<file path="config.mk">
export PLATFORM = sky130hd
export DESIGN_NAME = three_snapshot_change_classifier_core
export DESIGN_NICKNAME = d
export VERILOG_FILES = /design/src/rtl/tsc_pkg.sv /design/src/rtl/tsc_window.sv /design/src/rtl/tsc_count.sv /design/src/rtl/three_snapshot_change_classifier_core.sv
export SDC_FILE = /design/constraint.sdc
export NUM_CORES = 1
export LEC_CHECK = 0
export BUFFER_PORTS_ARGS = -buffer_cell sky130_fd_sc_hd__buf_2
export CAP_MARGIN = 20
export CORE_UTILIZATION = 45
export DETAILED_ROUTE_END_ITERATION = 10
export PLACE_DENSITY_LB_ADDON = 0.12
export SYNTH_ARGS = -nofsm -noshare
export SYNTH_HDL_FRONTEND = slang
export SYNTH_SLANG_ARGS = --single-unit
</file>
<file path="constraint.sdc">
create_clock -name clk_i -period 12 [get_ports clk_i]
set_input_delay 1.2 -clock clk_i [delete_from_list [all_inputs] [get_ports clk_i]]
set_output_delay 1.2 -clock clk_i [all_outputs]
set_load 0.05 [all_outputs]
</file>
<file path="src/rtl/tsc_pkg.sv">
`timescale 1ns / 1ps
// ----------------------------------------------------------------------------
// tsc_pkg
// Shared types, constants and pattern classifiers for the three-snapshot
// change classifier.
// ----------------------------------------------------------------------------
package tsc_pkg;

  // field widths
  localparam int unsigned BYTE_W      = 8;
  localparam int unsigned WORD_W      = 32;
  localparam int unsigned OFFSET_W    = 26;
  localparam int unsigned WINDOW_W    = 24;
  localparam int unsigned CHG_ROWS_W  = 19;
  localparam int unsigned CAND_ROWS_W = 17;
  localparam int unsigned COUNT_W     = 32;
  localparam int unsigned CFG_IDX_W   = 2;
  localparam int unsigned CFG_DATA_W  = 32;

  // offset saturates here
  localparam logic [OFFSET_W-1:0] OFFSET_MAX = '1;

  // register reset values
  localparam logic [CHG_ROWS_W-1:0]  CHANGE_LIMIT_RST = 19'd300000;
  localparam logic [CAND_ROWS_W-1:0] CAND_LIMIT_RST   = 17'd100000;
  localparam logic [WORD_W-1:0]      RISE_LIMIT_RST   = 32'd1000;

  // pattern codes
  typedef enum logic [1:0] {
    PAT_NONE   = 2'd0,
    PAT_ZOZ    = 2'd1,
    PAT_STEP   = 2'd2,
    PAT_UPDOWN = 2'd3
  } pat_e;

  // configuration register indexes
  typedef enum logic [CFG_IDX_W-1:0] {
    CFG_CHANGE_LIMIT = 2'd0,
    CFG_CAND_LIMIT   = 2'd1,
    CFG_RISE_LIMIT   = 2'd2
  } cfg_idx_e;

  // one input item
  typedef struct packed {
    logic [BYTE_W-1:0] first_value;
    logic [BYTE_W-1:0] second_value;
    logic [BYTE_W-1:0] third_value;
    logic              region_first;
    logic              comparison_first;
  } item_t;

  // change and candidate bookkeeping for one item
  typedef struct packed {
    logic               changed_ab;
    logic               changed_bc;
    logic               change_rep;
    logic               byte_rep;
    logic               word_rep;
    logic [COUNT_W-1:0] count_ab;
    logic [COUNT_W-1:0] count_bc;
  } count_res_t;

  // one result item
  typedef struct packed {
    logic [OFFSET_W-1:0] offset;
    logic                changed_ab;
    logic                changed_bc;
    logic                change_rep;
    pat_e                byte_pat;
    logic                byte_rep;
    pat_e                word_pat;
    logic                word_rep;
    logic [COUNT_W-1:0]  count_ab;
    logic [COUNT_W-1:0]  count_bc;
  } result_t;

  // byte triple classifier, increment wraps at 8 bits
  function automatic pat_e classify_byte(input logic [BYTE_W-1:0] a,
                                         input logic [BYTE_W-1:0] b,
                                         input logic [BYTE_W-1:0] c);
    pat_e pat;
    if (a == '0 && b == 8'd1 && c == '0) begin
      pat = PAT_ZOZ;
    end else if (b == a + 8'd1 && c == a) begin
      pat = PAT_STEP;
    end else if (b > a && c < b) begin
      pat = PAT_UPDOWN;
    end else begin
      pat = PAT_NONE;
    end
    return pat;
  endfunction

  // word triple classifier, rise of an up-down word is bounded
  function automatic pat_e classify_word(input logic [WORD_W-1:0] a,
                                         input logic [WORD_W-1:0] b,
                                         input logic [WORD_W-1:0] c,
                                         input logic [WORD_W-1:0] rise_limit);
    pat_e              pat;
    logic [WORD_W-1:0] rise;
    rise = b - a;
    if (a == '0 && b == 32'd1 && c == '0) begin
      pat = PAT_ZOZ;
    end else if (b == a + 32'd1 && c == a) begin
      pat = PAT_STEP;
    end else if (b > a && c < b && rise <= rise_limit) begin
      pat = PAT_UPDOWN;
    end else begin
      pat = PAT_NONE;
    end
    return pat;
  endfunction

endpackage

</file>
<file path="src/rtl/tsc_window.sv">
`timescale 1ns / 1ps
// ----------------------------------------------------------------------------
// tsc_window
// Region offset counter and the three byte windows; classifies the
// little-endian word that ends at the current byte.
// ----------------------------------------------------------------------------
module tsc_window import tsc_pkg::*; (
  input  logic                clk_i,
  input  logic                rst_ni,
  input  logic                exec_i,
  input  item_t               item_i,
  input  logic [WORD_W-1:0]   rise_limit_i,
  output logic [OFFSET_W-1:0] offset_o,
  output pat_e                word_pat_o
);

  logic [OFFSET_W-1:0] pos_q, pos_d;
  logic [WINDOW_W-1:0] win_a_q, win_a_d;
  logic [WINDOW_W-1:0] win_b_q, win_b_d;
  logic [WINDOW_W-1:0] win_c_q, win_c_d;
  logic [WINDOW_W-1:0] win_a, win_b, win_c;
  logic                full;

  // a region start empties the window and restarts the offset
  always_comb begin
    offset_o = item_i.region_first ? '0 : pos_q;
    win_a    = item_i.region_first ? '0 : win_a_q;
    win_b    = item_i.region_first ? '0 : win_b_q;
    win_c    = item_i.region_first ? '0 : win_c_q;
    full     = (offset_o >= OFFSET_W'(3));
  end

  // word made of the three stored bytes and the current one
  always_comb begin
    if (full) begin
      word_pat_o = classify_word({item_i.first_value, win_a},
                                 {item_i.second_value, win_b},
                                 {item_i.third_value, win_c},
                                 rise_limit_i);
    end else begin
      word_pat_o = PAT_NONE;
    end
  end

  // next offset and shifted windows, oldest byte in the low byte
  always_comb begin
    pos_d   = (offset_o == OFFSET_MAX) ? offset_o : offset_o + OFFSET_W'(1);
    win_a_d = {item_i.first_value, win_a[WINDOW_W-1:BYTE_W]};
    win_b_d = {item_i.second_value, win_b[WINDOW_W-1:BYTE_W]};
    win_c_d = {item_i.third_value, win_c[WINDOW_W-1:BYTE_W]};
  end

  always_ff @(posedge clk_i or negedge rst_ni) begin
    if (!rst_ni) begin
      pos_q   <= '0;
      win_a_q <= '0;
      win_b_q <= '0;
      win_c_q <= '0;
    end else if (exec_i) begin
      pos_q   <= pos_d;
      win_a_q <= win_a_d;
      win_b_q <= win_b_d;
      win_c_q <= win_c_d;
    end
  end

endmodule

</file>
<file path="src/rtl/tsc_count.sv">
`timescale 1ns / 1ps
// ----------------------------------------------------------------------------
// tsc_count
// Saturating change counts and the change and candidate row counters with
// their limits.
// ----------------------------------------------------------------------------
module tsc_count import tsc_pkg::*; (
  input  logic                   clk_i,
  input  logic                   rst_ni,
  input  logic                   exec_i,
  input  item_t                  item_i,
  input  pat_e                   byte_pat_i,
  input  pat_e                   word_pat_i,
  input  logic [CHG_ROWS_W-1:0]  change_limit_i,
  input  logic [CAND_ROWS_W-1:0] cand_limit_i,
  output count_res_t             res_o
);

  logic [COUNT_W-1:0]     cnt_ab_q, cnt_ab_d, cnt_ab;
  logic [COUNT_W-1:0]     cnt_bc_q, cnt_bc_d, cnt_bc;
  logic [CHG_ROWS_W-1:0]  chg_rows_q, chg_rows_d, chg_rows;
  logic [CAND_ROWS_W-1:0] cand_rows_q, cand_rows_d, cand_rows, cand_mid;
  logic                   d_ab, d_bc, chg_rep, byte_rep, word_rep;

  // a new comparison starts all counters from zero
  always_comb begin
    cnt_ab    = item_i.comparison_first ? '0 : cnt_ab_q;
    cnt_bc    = item_i.comparison_first ? '0 : cnt_bc_q;
    chg_rows  = item_i.comparison_first ? '0 : chg_rows_q;
    cand_rows = item_i.comparison_first ? '0 : cand_rows_q;
  end

  // change flags and saturating counts
  always_comb begin
    d_ab     = (item_i.first_value != item_i.second_value);
    d_bc     = (item_i.second_value != item_i.third_value);
    cnt_ab_d = (d_ab && cnt_ab != '1) ? cnt_ab + COUNT_W'(1) : cnt_ab;
    cnt_bc_d = (d_bc && cnt_bc != '1) ? cnt_bc + COUNT_W'(1) : cnt_bc;
  end

  // change rows stop at their limit
  always_comb begin
    chg_rep    = (d_ab || d_bc) && (chg_rows < change_limit_i);
    chg_rows_d = chg_rows + CHG_ROWS_W'(chg_rep);
  end

  // candidate rows, byte row taken before the word row
  always_comb begin
    byte_rep    = (byte_pat_i != PAT_NONE) && (cand_rows < cand_limit_i);
    cand_mid    = cand_rows + CAND_ROWS_W'(byte_rep);
    word_rep    = (word_pat_i != PAT_NONE) && (cand_mid < cand_limit_i);
    cand_rows_d = cand_mid + CAND_ROWS_W'(word_rep);
  end

  always_comb begin
    res_o.changed_ab = d_ab;
    res_o.changed_bc = d_bc;
    res_o.change_rep = chg_rep;
    res_o.byte_rep   = byte_rep;
    res_o.word_rep   = word_rep;
    res_o.count_ab   = cnt_ab_d;
    res_o.count_bc   = cnt_bc_d;
  end

  always_ff @(posedge clk_i or negedge rst_ni) begin
    if (!rst_ni) begin
      cnt_ab_q    <= '0;
      cnt_bc_q    <= '0;
      chg_rows_q  <= '0;
      cand_rows_q <= '0;
    end else if (exec_i) begin
      cnt_ab_q    <= cnt_ab_d;
      cnt_bc_q    <= cnt_bc_d;
      chg_rows_q  <= chg_rows_d;
      cand_rows_q <= cand_rows_d;
    end
  end

endmodule

</file>
<file path="src/rtl/three_snapshot_change_classifier_core.sv">
`timescale 1ns / 1ps
// ----------------------------------------------------------------------------
// three_snapshot_change_classifier_core
// Classifies one position of three memory snapshots per transaction: change
// flags and counts, byte pattern and the pattern of the word ending there.
// ----------------------------------------------------------------------------
//  channel | handshake              | payload
//  --------+------------------------+-----------------------------------------
//  cfg     | cfg_wr_en_i            | cfg_index_i, cfg_wdata_i
//  in      | in_valid_i, in_stall_o | snapshot bytes, region/comparison starts
//  out     | out_valid_o, out_stall_i | offset, flags, patterns, counts
//
//  one transaction per cycle sustained while out_stall_i is low; a result
//  passes the input register, then evaluation into the result register
//  the evaluation stage holds all running state and updates it when its
//  item moves into the result register
//  reset clears valids, counters, windows and loads the register defaults
//  a stalled result holds; the input register still takes one more item
// ----------------------------------------------------------------------------
module three_snapshot_change_classifier_core import tsc_pkg::*; (
  input  logic                  clk_i,
  input  logic                  rst_ni,
  input  logic                  cfg_wr_en_i,
  input  logic [CFG_IDX_W-1:0]  cfg_index_i,
  input  logic [CFG_DATA_W-1:0] cfg_wdata_i,
  input  logic                  in_valid_i,
  output logic                  in_stall_o,
  input  logic [BYTE_W-1:0]     first_value_i,
  input  logic [BYTE_W-1:0]     second_value_i,
  input  logic [BYTE_W-1:0]     third_value_i,
  input  logic                  region_first_i,
  input  logic                  comparison_first_i,
  output logic                  out_valid_o,
  input  logic                  out_stall_i,
  output logic [OFFSET_W-1:0]   offset_o,
  output logic                  changed_first_second_o,
  output logic                  changed_second_third_o,
  output logic                  change_reported_o,
  output logic [1:0]            byte_pattern_o,
  output logic                  byte_candidate_reported_o,
  output logic [1:0]            word_pattern_o,
  output logic                  word_candidate_reported_o,
  output logic [COUNT_W-1:0]    count_first_second_o,
  output logic [COUNT_W-1:0]    count_second_third_o
);

  logic [CHG_ROWS_W-1:0]  change_limit_q;
  logic [CAND_ROWS_W-1:0] cand_limit_q;
  logic [WORD_W-1:0]      rise_limit_q;

  logic       in_valid_q, in_valid_d;
  item_t      item_q;
  logic       out_valid_q, out_valid_d;
  result_t    res_q, res_d;
  logic       advance, in_fire, exec;
  logic [OFFSET_W-1:0] offset;
  pat_e       byte_pat, word_pat;
  count_res_t cnt_res;

  // configuration registers
  always_ff @(posedge clk_i or negedge rst_ni) begin
    if (!rst_ni) begin
      change_limit_q <= CHANGE_LIMIT_RST;
      cand_limit_q   <= CAND_LIMIT_RST;
      rise_limit_q   <= RISE_LIMIT_RST;
    end else if (cfg_wr_en_i) begin
      unique case (cfg_idx_e'(cfg_index_i))
        CFG_CHANGE_LIMIT: change_limit_q <= cfg_wdata_i[CHG_ROWS_W-1:0];
        CFG_CAND_LIMIT:   cand_limit_q   <= cfg_wdata_i[CAND_ROWS_W-1:0];
        CFG_RISE_LIMIT:   rise_limit_q   <= cfg_wdata_i[WORD_W-1:0];
        default: ;
      endcase
    end
  end

  // handshake control
  always_comb begin
    advance     = !out_valid_q || !out_stall_i;
    in_stall_o  = in_valid_q && !advance;
    in_fire     = in_valid_i && !in_stall_o;
    exec        = in_valid_q && advance;
    in_valid_d  = in_fire ? 1'b1 : (exec ? 1'b0 : in_valid_q);
    out_valid_d = exec ? 1'b1 : (out_valid_q && out_stall_i);
  end

  always_ff @(posedge clk_i or negedge rst_ni) begin
    if (!rst_ni) begin
      in_valid_q  <= 1'b0;
      out_valid_q <= 1'b0;
    end else begin
      in_valid_q  <= in_valid_d;
      out_valid_q <= out_valid_d;
    end
  end

  // input register
  always_ff @(posedge clk_i) begin
    if (in_fire) begin
      item_q.first_value      <= first_value_i;
      item_q.second_value     <= second_value_i;
      item_q.third_value      <= third_value_i;
      item_q.region_first     <= region_first_i;
      item_q.comparison_first <= comparison_first_i;
    end
  end

  // evaluation
  assign byte_pat = classify_byte(item_q.first_value, item_q.second_value,
                                  item_q.third_value);

  tsc_window u_window (
    .clk_i        (clk_i),
    .rst_ni       (rst_ni),
    .exec_i       (exec),
    .item_i       (item_q),
    .rise_limit_i (rise_limit_q),
    .offset_o     (offset),
    .word_pat_o   (word_pat)
  );

  tsc_count u_count (
    .clk_i          (clk_i),
    .rst_ni         (rst_ni),
    .exec_i         (exec),
    .item_i         (item_q),
    .byte_pat_i     (byte_pat),
    .word_pat_i     (word_pat),
    .change_limit_i (change_limit_q),
    .cand_limit_i   (cand_limit_q),
    .res_o          (cnt_res)
  );

  // result register
  always_comb begin
    res_d.offset     = offset;
    res_d.changed_ab = cnt_res.changed_ab;
    res_d.changed_bc = cnt_res.changed_bc;
    res_d.change_rep = cnt_res.change_rep;
    res_d.byte_pat   = byte_pat;
    res_d.byte_rep   = cnt_res.byte_rep;
    res_d.word_pat   = word_pat;
    res_d.word_rep   = cnt_res.word_rep;
    res_d.count_ab   = cnt_res.count_ab;
    res_d.count_bc   = cnt_res.count_bc;
  end

  always_ff @(posedge clk_i) begin
    if (exec) begin
      res_q <= res_d;
    end
  end

  // output ports
  assign out_valid_o               = out_valid_q;
  assign offset_o                  = res_q.offset;
  assign changed_first_second_o    = res_q.changed_ab;
  assign changed_second_third_o    = res_q.changed_bc;
  assign change_reported_o         = res_q.change_rep;
  assign byte_pattern_o            = res_q.byte_pat;
  assign byte_candidate_reported_o = res_q.byte_rep;
  assign word_pattern_o            = res_q.word_pat;
  assign word_candidate_reported_o = res_q.word_rep;
  assign count_first_second_o      = res_q.count_ab;
  assign count_second_third_o      = res_q.count_bc;

endmodule

</file>
---- Yosys cells after proc, flatten, opt, wreduce, memory -nomap -nowiden ----
Cells that the tools add are included.
word-level totals
  bits in registers ....................... 393
  input bits .............................. 65
  output and inout bits ................... 101
  logic and storage cells ................. 115
cells by class
  add/sub/neg operators ................... 9
  $lt $le $gt $ge ......................... 9
  equal/unequal tests ..................... 13
  muxes and demuxes ....................... 21
  reductions and logical operators ........ 35
operators by type and width
  operator                                                                               number
  32-bit 2-to-1 mux                                                                      4
  32-bit by 1-bit adder with 32-bit output (second input constant)                       3
  24-bit 2-to-1 mux                                                                      3
  32-bit == test                                                                         2
  32-bit zero test                                                                       2
  32-bit != test (second input constant)                                                 2
  26-bit 2-to-1 mux                                                                      2
  17-bit by 1-bit adder with 17-bit output                                               2
  17-bit < comparator                                                                    2
  32-bit by 1-bit == test with 1-bit output (second input constant)                      1
  32-bit > comparator                                                                    1
  32-bit <= comparator                                                                   1
  32-bit < comparator                                                                    1
  32-bit subtractor                                                                      1
  26-bit by 1-bit adder with 26-bit output (second input constant)                       1
  26-bit == test (second input constant)                                                 1
  26-bit by 2-bit greater-or-equal comparator with 1-bit output (second input constant)  1
  19-bit by 1-bit adder with 19-bit output                                               1
  19-bit < comparator                                                                    1
  19-bit 2-to-1 mux                                                                      1
  1-bit logical AND                                                                      18
  17-bit 2-to-1 mux                                                                      1
  8-bit == test                                                                          2
  8-bit zero test                                                                        2
  14 further kinds                                                                       31

---- Logic depth before layout (Yosys ltp) ----
Gate-level depths: netlist (run 1).
  word-level depth ........................ 11
  depth in mapped cells ................... 40
  gate-level depth less buffers ........... 36

---- Hierarchy ----
Synthesis (run 1) repeated with hierarchy kept, for this count alone.
second synthesis, totals
  cells, all modules ...................... 2,648
  area total of the unflattened synthesis .. 25,851.0 µm²
modules (own cells, without submodules)
  module                                 instances  cells an instance  area an instance (µm²)  sequential area each (µm²)
  tsc_window                             1          1,205              9,855.7                 2,452.4
  tsc_count                              1          1,056              8,793.4                 2,502.4
  three_snapshot_change_classifier_core  1          387                7,201.9                 5,530.3

---- Worst setup path after synthesis (run 1) ----
OpenSTA, ideal clock, no wires.
  kind .................................... reg-to-reg
  start ................................... reg item_q[1] in the netlist's numbering
  end ..................................... reg u_count.cand_rows_q[14]
  library setup time ...................... 0.135 ns
  arrival time ............................ 7.110 ns
  data required time ...................... 11.865 ns
  path slack .............................. 4.755 ns
  stages on the path, launching flop included .. 39
  path buffers ............................ 6
  period minus slack after synthesis ...... 7.245 ns
  cell sequence ........................... edfxtp_1 > buf_6 > inv_1 > buf_2 > buf_1 > clkbuf_1 > buf_1 > buf_1 > nand2_1 > inv_1 > ha_1 > inv_1 > ha_1 > o32ai_1 > a311oi_2 > a32oi_1 > o311ai_1 > o31a_1 > [... 3 more ...] > a211o_1 > ha_1 > nand4_1 > or3_1 > nor2_1 > and3_1 > o211ai_1 > a311oi_1 > nand2b_1 > o21a_1 > ha_1 > ha_1 > nand4_1 > nor2b_1 > nand2_1 > nor2_1 > xnor2_1 > o21ai_0
RTL lines
  what                  line                                         text
  from (decl)           three_snapshot_change_classifier_core.sv:52  item_t item_q;
  to (signal assigned)  tsc_count.sv:75                              cand_rows_q <= cand_rows_d;
  to (decl)             tsc_count.sv:22                              logic [CAND_ROWS_W-1:0] cand_rows_q, cand_rows_d, cand_rows, cand_mid;

==> results of run 1 <==
## cell families (layout without fill, tap and decap cells)
kind of cell    after synthesis  after routing  share of synthesized area, %
simple gates               1021           1021                          21.0
compound gates              453            453                          11.5
flops                       393            393                          43.5
buf+inv                     272            428                          4.41
xor+xnor                    211            211                          7.68
fa+ha+maj                   155            155                          8.03
mux                          85             85                          3.86
other cells                   0              1                             0
## power by group through the flow
stage	registers, W	logic (W)	clock network [W]
after floorplan	0.00171	0.000705	0
after global placement	0.00168	0.00103	0
after detailed placement	0.00169	0.00105	0
after CTS	0.00166	0.00106	0.00154
after global routing	0.00168	0.00117	0.00159
final	0.00167	0.00105	0.00149
## per-stage QoR
step	util (%)	area, um2
2_1_floorplan	-	24100
3_3_place_gp	48.3	25500
3_5_place_dp	48.3	25500
4_1_cts	51.4	27100
5_1_grt	51.4	27100
6_report	51.4	27100
## area by class of cell
type,instances,area share (%)
antenna,1,0.00923
clock buffer,53,4.50
clock inverter,34,1.50
inverter,158,2.21
multi-input combinational,1925,46.3
sequential,393,38.7
tap,688,3.18
timing repair buffer,183,3.63
## critical path: cells and delay by family (launching register included)
kind,cells,cell delay [ps]
simple gates,11,2240
compound gates,11,2760
mux,1,140
fa+ha+maj,4,1020
flops,1,340
buf+inv,2,1060
xor+xnor,1,120
## placed cells by master, fill, tap and decap left out, types with 6 or more instances in the layout
| cell | n |
|---|---|
| nand3_1 | 85 |
| bufinv_16 | 8 |
| and3_1 | 31 |
| dfstp_2 | 20 |
| o22ai_1 | 14 |
| edfxtp_1 | 125 |
| inv_1 | 156 |
| clkbuf_16 | 48 |
| a211oi_1 | 7 |
| a31oi_1 | 11 |
| o21a_1 | 13 |
| nand2_1 | 387 |
| nor2b_1 | 117 |
| mux2i_1 | 23 |
| ha_1 | 153 |
| or4_1 | 6 |
| or3_1 | 9 |
| nand2b_1 | 27 |
| o21ai_0 | 179 |
| a21oi_1 | 96 |
| xnor2_1 | 116 |
| clkinv_2 | 8 |
| nand4_1 | 50 |
| nor4_1 | 38 |
| o211ai_1 | 6 |
| a21o_1 | 45 |
| dfrtp_1 | 248 |
| and2_1 | 11 |
| nor3_1 | 48 |
| clkinv_1 | 7 |
| xor2_1 | 95 |
| mux2_2 | 62 |
| and4_1 | 8 |
| nor2_1 | 161 |
| buf_4 | 17 |
| buf_2 | 164 |
| o31ai_1 | 15 |
## flip-flops by register name, summed over array words and instances, names as in the netlist, 24 cells and up
name and cells:
u_count.cnt_ab_q 32, count_first_second_o 32, u_count.cnt_bc_q 32, u_window.pos_q 26, offset_o 26, item_q 26
u_window.win_a_q 24, u_window.win_c_q 24, rise_limit_q 32, u_window.win_b_q 24, count_second_third_o 32
## per-layer routing
metal / track usage [%] / vias to the layer above
met1: 35.0 / 9132
li1: - / 9274
met5: 0 / -
met3: 2.75 / 97
met2: 38.7 / 476
met4: 7.29 / 0
## how the worst max path moves through the flow
stage | cells past startpoint | start | endpoint | slack [ps]
2_1_floorplan | 38 | item_q[1]$_DFFE_PP_ | u_count.cand_rows_q[14]$_DFFE_PN0P_ | 4750
3_3_place_gp | 30 | item_q[1]$_DFFE_PP_ | u_count.cand_rows_q[14]$_DFFE_PN0P_ | 4400
3_5_place_dp | 29 | item_q[1]$_DFFE_PP_ | u_count.cand_rows_q[12]$_DFFE_PN0P_ | 4270
4_1_cts | 30 | item_q[1]$_DFFE_PP_ | u_count.cand_rows_q[14]$_DFFE_PN0P_ | 4250
5_1_grt | 30 | item_q[1]$_DFFE_PP_ | u_count.cand_rows_q[14]$_DFFE_PN0P_ | 3580
6_report | 30 | item_q[1]$_DFFE_PP_ | u_count.cand_rows_q[14]$_DFFE_PN0P_ | 4130
==> impl_metrics.env, run 1 <==
export IMPL_min_period_ps=7870
export IMPL_endpoint_kind="flop"
export IMPL_power_leakage_nw=12.0
export IMPL_cts_sinks=393
export IMPL_power_switching_share_pct=32.7
export IMPL_wl_met3_mm=2.90
export IMPL_hold_path_depth=2
export IMPL_pre_cts_slack_ps=4270
export IMPL_synth_net_count=2808
export IMPL_netlist_instances=2590
export IMPL_wl_met1_mm=31.3
export IMPL_rsz0062_at_grt="false"
export IMPL_ys_ff_latch=393
export IMPL_synth_edff_count=125
export IMPL_final_antenna_net_count=0
export IMPL_fin_setup_tns_ps=0
export IMPL_wl_met2_mm=30.1
export IMPL_cts_max_level=2
export IMPL_ir_drop_uv=115
export IMPL_p_switching_w=0.00138
export IMPL_fmax_ghz=0.127
export IMPL_violations="DRC"
export IMPL_finalWirelength_mm=65.7
export IMPL_tightest_slew_ps=938
export IMPL_drive_above_1_share_pct=13.3
export IMPL_critPathMaxFanout=66
export IMPL_slew_violations=0
export IMPL_finalCritPeriodShare_pct=65.6
export IMPL_viasPerCell=5.53
export IMPL_postCtsHoldBufs=0
export IMPL_start_util_pct=45.6
export IMPL_async_flop_share_pct=68.2
export IMPL_crit_arrival_ps=8300
export IMPL_die_height_um=233
export IMPL_grt_antenna_before_repair=1
export IMPL_vias=18979
export IMPL_yosysTopAreaCellShare_pct=25.8
export IMPL_relSlewSlack_pct=37.4
export IMPL_multi_input_area_mm2=0.0125
export IMPL_dp_cells=3347
export IMPL_critPathLaunchType="flop"
export IMPL_power_w=0.00421
export IMPL_clock_path_buffers=3
export IMPL_cts_buffers_inserted=47
export IMPL_syn_to_final_growth_pct=12.5
export IMPL_cts_setup_buffers=0
export IMPL_crit_type="reg -> reg"
export IMPL_fin_nets=2926
export IMPL_reg2reg_from="item_q[1]$_DFFE_PP_"
export IMPL_critPathRequiredTime_ps=12430
export IMPL_power_per_cell_area_mw_per_mm2=156
export IMPL_reg2reg_slack_ps=4130
export IMPL_p_seq_share_pct=39.5
export IMPL_grt_pass1_wl_mm=104
export IMPL_wl_per_cell_um=19.1
export IMPL_cap_viol_max_count=0
export IMPL_syn_cell_area_mm2=0.0241
export IMPL_ys_top_cells_by_count="388 x nand2_1, 248 x dfrtp_1, 179 x o21ai_0"
export IMPL_fin_cells=3435
export IMPL_fillCellCount=4956
export IMPL_drt_first_pass_iters=11
export IMPL_avgSynthCellArea_um2=9.30
export IMPL_setup_ws_ps=4130
export IMPL_grt_pass1_vias=18511
export IMPL_cts_root_buf="clkbuf_16"
export IMPL_grt_max_degree=172
export IMPL_gp_congestion=0.914
export IMPL_track_usage_pct=24.5
export IMPL_yosys_warnings=0
export IMPL_yosysSeqAreaShare_pct=43.5
export IMPL_max_stage_delay_ps=530
export IMPL_first_iter_violations=1216
export IMPL_hold_end="u_count.cnt_ab_q[0]$_DFFE_PN0P_"
export IMPL_num_io_pins=166
export IMPL_highest_layer="met4"
export IMPL_hold_path_class="reg -> reg"
export IMPL_drc=28
export IMPL_synth_top_cell_by_area="dfrtp_1"
export IMPL_clk_latency_ps=590
export IMPL_overflow=0
export IMPL_slowest_stage="buf_4"
export IMPL_yosys_cell_types_count=90
export IMPL_r2r_end="u_count.cand_rows_q[14]$_DFFE_PN0P_"
export IMPL_io_buffers=165
export IMPL_post_cts_resized=0
export IMPL_pwr_share_clk_pct=35.4
export IMPL_yosysMostFrequentCell="nand2_1"
export IMPL_r2r_cells=30
export IMPL_regArea_mm2=0.0105
export IMPL_cts_tree="done"
export IMPL_synth_area_top_cells="dfrtp_1 26%, edfxtp_1 16%, ha_1 8.0%, nand2_1 6.0%, xnor2_1 4.2%"
export IMPL_status="complete, but fails checks"
export IMPL_cpMostUsedCell="ha_1"
export IMPL_whs_ps=471
export IMPL_rows=84
export IMPL_hold_viol=0
export IMPL_combPwrFrac_pct=25.0
export IMPL_fin_skew_ps=24.2
export IMPL_ys_flop_type="dfrtp_1"
export IMPL_clkTransAtPathRegs_ps=60
export IMPL_finalSetupViolCount=0
export IMPL_die_area_mm2=0.0544
export IMPL_worstHoldStart="u_count.cnt_ab_q[0]$_DFFE_PN0P_"
export IMPL_dieWidth_um=233
export IMPL_place_hpwl_mm=48.8
export IMPL_cell_internal_pwr_w=0.00284
export IMPL_core_mm2=0.0528
Note: power is estimated with default switching activity, not from simulation.
==> run 2: changes to the inputs <==
--- a/config.mk
+++ b/config.mk
@@ -5,6 +5,7 @@
 export SDC_FILE = /design/constraint.sdc
 export NUM_CORES = 1
 export LEC_CHECK = 0
+export ABC_AREA = 1
 export BUFFER_PORTS_ARGS = -buffer_cell sky130_fd_sc_hd__buf_2
 export CAP_MARGIN = 20
 export CORE_UTILIZATION = 45
==> constraint.sdc (replaced) <==
create_clock -name clk_i -period 6.8 [get_ports clk_i]
set_input_delay 0.68 -clock clk_i [delete_from_list [all_inputs] [get_ports clk_i]]
set_output_delay 0.68 -clock clk_i [all_outputs]
set_load 0.05 [all_outputs]
==> run 2 against run 1 <==
  * The flow now finishes without violations
  * Area after synthesis increased by 5.7%
  * Non-clock buffer count grew 48
  * Routed wire length up 16%
  * Global-route usage increased by 2.3 points
  * Critical endpoint is now u_count.cand_rows_q[16]$_DFFE_PN0P_
  * First-iteration DRC count is 26% higher
  * Final area grew 7.2%
  * Combinational power is 140% higher
  * Register-to-register slack got worse by 3600 ps
==> impl_metrics.env, run 2 <==
export IMPL_synth_net_count=3502
export IMPL_r2r_end="u_count.cand_rows_q[16]$_DFFE_PN0P_"
export IMPL_slew_violations=0
export IMPL_finalCritPeriodShare_pct=91.7
export IMPL_final_cell_mix="791 x nand2_1, 475 x inv_1, 364 x nor2_1"
export IMPL_place_hpwl_mm=59.1
export IMPL_synth_area_top_cells="dfrtp_1 24%, edfxtp_1 15%, nand2_1 12%, ha_1 7.5%, inv_1 7.1%"
export IMPL_cts_max_level=2
export IMPL_cts_buffers_inserted=47
export IMPL_cts_tree="done"
export IMPL_syn_cell_area_mm2=0.0254
export IMPL_cell_internal_pwr_w=0.00508
export IMPL_ys_flop_type="dfrtp_1"
export IMPL_dieWidth_um=240
export IMPL_min_period_ps=6240
export IMPL_crit_buf_inv=8
export IMPL_power_switching_share_pct=37.4
export IMPL_worstSetupEndpoint="u_count.cand_rows_q[16]$_DFFE_PN0P_"
export IMPL_io_buffers=165
export IMPL_final_util_pct=52.3
export IMPL_ys_ff_latch=393
export IMPL_hold_path_class="in -> async"
export IMPL_ir_drop_uv=257
export IMPL_die_area_mm2=0.0575
export IMPL_critPathLaunchType="flop"
export IMPL_track_usage_pct=26.8
export IMPL_viasPerCell=5.19
export IMPL_core_mm2=0.0555
export IMPL_cts_sinks=393
export IMPL_synth_top_cell_by_area="dfrtp_1"
export IMPL_placed_area_mm2=0.0272
export IMPL_clkTransAtPathRegs_ps=60
export IMPL_overflow=0
export IMPL_critPathRequiredTime_ps=7300
export IMPL_slowest_stage="edfxtp_1"
export IMPL_rsz0062_at_grt="true"
export IMPL_first_iter_violations=1527
export IMPL_p_switching_w=0.00304
export IMPL_reg2reg_from="item_q[21]$_DFFE_PP_"
export IMPL_power_per_cell_area_mw_per_mm2=280
export IMPL_num_io_pins=166
export IMPL_drc=0
export IMPL_grt_max_degree=170
export IMPL_combPwrFrac_pct=31.5
export IMPL_fmax_ghz=0.160
export IMPL_endpoint_kind="flop"
export IMPL_max_stage_delay_ps=460
export IMPL_postCtsHoldBufs=0
export IMPL_finalSetupViolCount=0
export IMPL_reg2reg_slack_ps=560
export IMPL_clk_latency_ps=620
export IMPL_finalWirelength_mm=76.5
export IMPL_vias=22166
export IMPL_status="complete, no violations"
export IMPL_yosysTopAreaCellShare_pct=24.4
export IMPL_ys_top_cells_by_count="794 x nand2_1, 480 x inv_1, 369 x nor2_1"
export IMPL_yosys_warnings=0
export IMPL_yosysMostFrequentCell="nand2_1"
export IMPL_cap_viol_max_count=0
export IMPL_cts_root_buf="clkbuf_16"
export IMPL_cpMostUsedCell="nand2_1"
export IMPL_avgSynthCellArea_um2=7.75
export IMPL_start_util_pct=45.8
export IMPL_yosys_cell_types_count=58
export IMPL_critPathMaxFanout=4
export IMPL_die_height_um=240
export IMPL_async_flop_share_pct=68.2
export IMPL_wl_per_cell_um=17.9
export IMPL_crit_type="reg -> reg"
export IMPL_grt_pass1_vias=21283
export IMPL_cp_num_cells=45
export IMPL_p_seq_share_pct=36.3
export IMPL_fin_area_mm2=0.0290
export IMPL_hold_viol=0
export IMPL_diodes=0
export IMPL_drive_above_1_share_pct=13.8
export IMPL_relSlewSlack_pct=33.5
export IMPL_tightest_slew_ps=997
export IMPL_crit_arrival_ps=6730
export IMPL_clock_path_buffers=3
export IMPL_critPathTopFamily="simple AND/OR/NAND/NOR gates"
export IMPL_gp_congestion=0.986
export IMPL_netlist_instances=3284
export IMPL_pwr_share_clk_pct=32.2
export IMPL_synth_edff_count=125
export IMPL_final_antenna_net_count=0
export IMPL_setup_ws_ps=563
export IMPL_fin_skew_ps=29.7
export IMPL_fin_nets=3701
export IMPL_yosysSeqAreaShare_pct=41.2
export IMPL_layout_commonest_cell="nand2_1"
export IMPL_grt_pass1_wl_mm=119
export IMPL_grt_antenna_before_repair=1
export IMPL_power_leakage_nw=13.5
export IMPL_syn_to_final_growth_pct=14.1
export IMPL_r2r_cells=45
export IMPL_power_w=0.00812
export IMPL_startpoint="item_q[21]$_DFFE_PP_"
export IMPL_drt_first_pass_iters=6
export IMPL_pre_cts_slack_ps=-1.16
export IMPL_rows=86
[run 2: cell type report]
type / instances / area, um2
clock buffer: 61 / 1290
multi-input combinational: 2307 / 12700
clock inverter: 27 / 319
inverter: 503 / 1900
tap: 748 / 936
timing repair buffer: 231 / 1400
fill: 5571 / 26500
sequential: 393 / 10500
[run 2: stage by stage]
stage               hold WS [ps]  setup TNS (ps)  cells
global placement             463           -8.04   4166
detailed placement           466           -1.16   4166
CTS                          167               0   4254
global route                 201           -87.3   4270
finish                       129               0   4270
floorplan                    384               0   3284
[run 2: worst min-delay path by stage]
| stage | endpoint | start | cells past startpoint | slack, ps |
|---|---|---|---|---|
| after floorplan | cand_limit_q[0]$_DFFE_PN0P_ | rst_ni | 0 | 380 |
| after global placement | u_count.cnt_bc_q[17]$_DFFE_PN0P_ | u_count.cnt_bc_q[17]$_DFFE_PN0P_ | 2 | 460 |
| after detailed placement | u_count.cnt_ab_q[1]$_DFFE_PN0P_ | u_count.cnt_ab_q[1]$_DFFE_PN0P_ | 2 | 470 |
| after CTS | u_count.chg_rows_q[1]$_DFFE_PN0P_ | rst_ni | 1 | 170 |
| after global routing | u_count.chg_rows_q[1]$_DFFE_PN0P_ | rst_ni | 1 | 200 |
| final | u_count.chg_rows_q[1]$_DFFE_PN0P_ | rst_ni | 1 | 130 |
[run 2: cells by family (layout without fill, tap and decap cells)]
family | count (synthesis) | count (layout) | synth area share, %
AO/OA/AOI/OAI | 452 | 452 | 9.56
XOR/XNOR | 172 | 172 | 5.98
adder cells (fa/ha/maj) | 153 | 153 | 7.52
buffers and inverters | 584 | 822 | 9.21
AND/OR/NAND/NOR | 1530 | 1530 | 26.5
flip-flops | 393 | 393 | 41.2
[run 2: power by group through the flow]
stage	clock [W]	sequential (W)	combinational (W)
final	0.00261	0.00295	0.00256
after global routing	0.00277	0.00297	0.00288
after CTS	0.00268	0.00295	0.00254
after detailed placement	0	0.00299	0.00252
after global placement	0	0.00298	0.00250
after floorplan	0	0.00312	0.00158
[run 2: routing by layer]
| metal | up-vias | wire, um | GRT usage (%) | share of wire (%) |
|---|---|---|---|---|
| li1 | 10970 | - | - | - |
| met1 | 10450 | 36000 | 37.3 | 47 |
| met2 | 601 | 34800 | 43.2 | 46 |
| met3 | 143 | 3380 | 2.98 | 4.4 |
| met4 | 2 | 2330 | 8.94 | 3.0 |
| met5 | - | 13 | 0 | 0.017 |
[run 2: what timing repair did]
action,CTS,global route
endpoints found under the setup margin,2,8
pin swaps,0,2
gates resized for setup,1,27
setup buffers,0,14
endpoints found under the hold margin,0,0
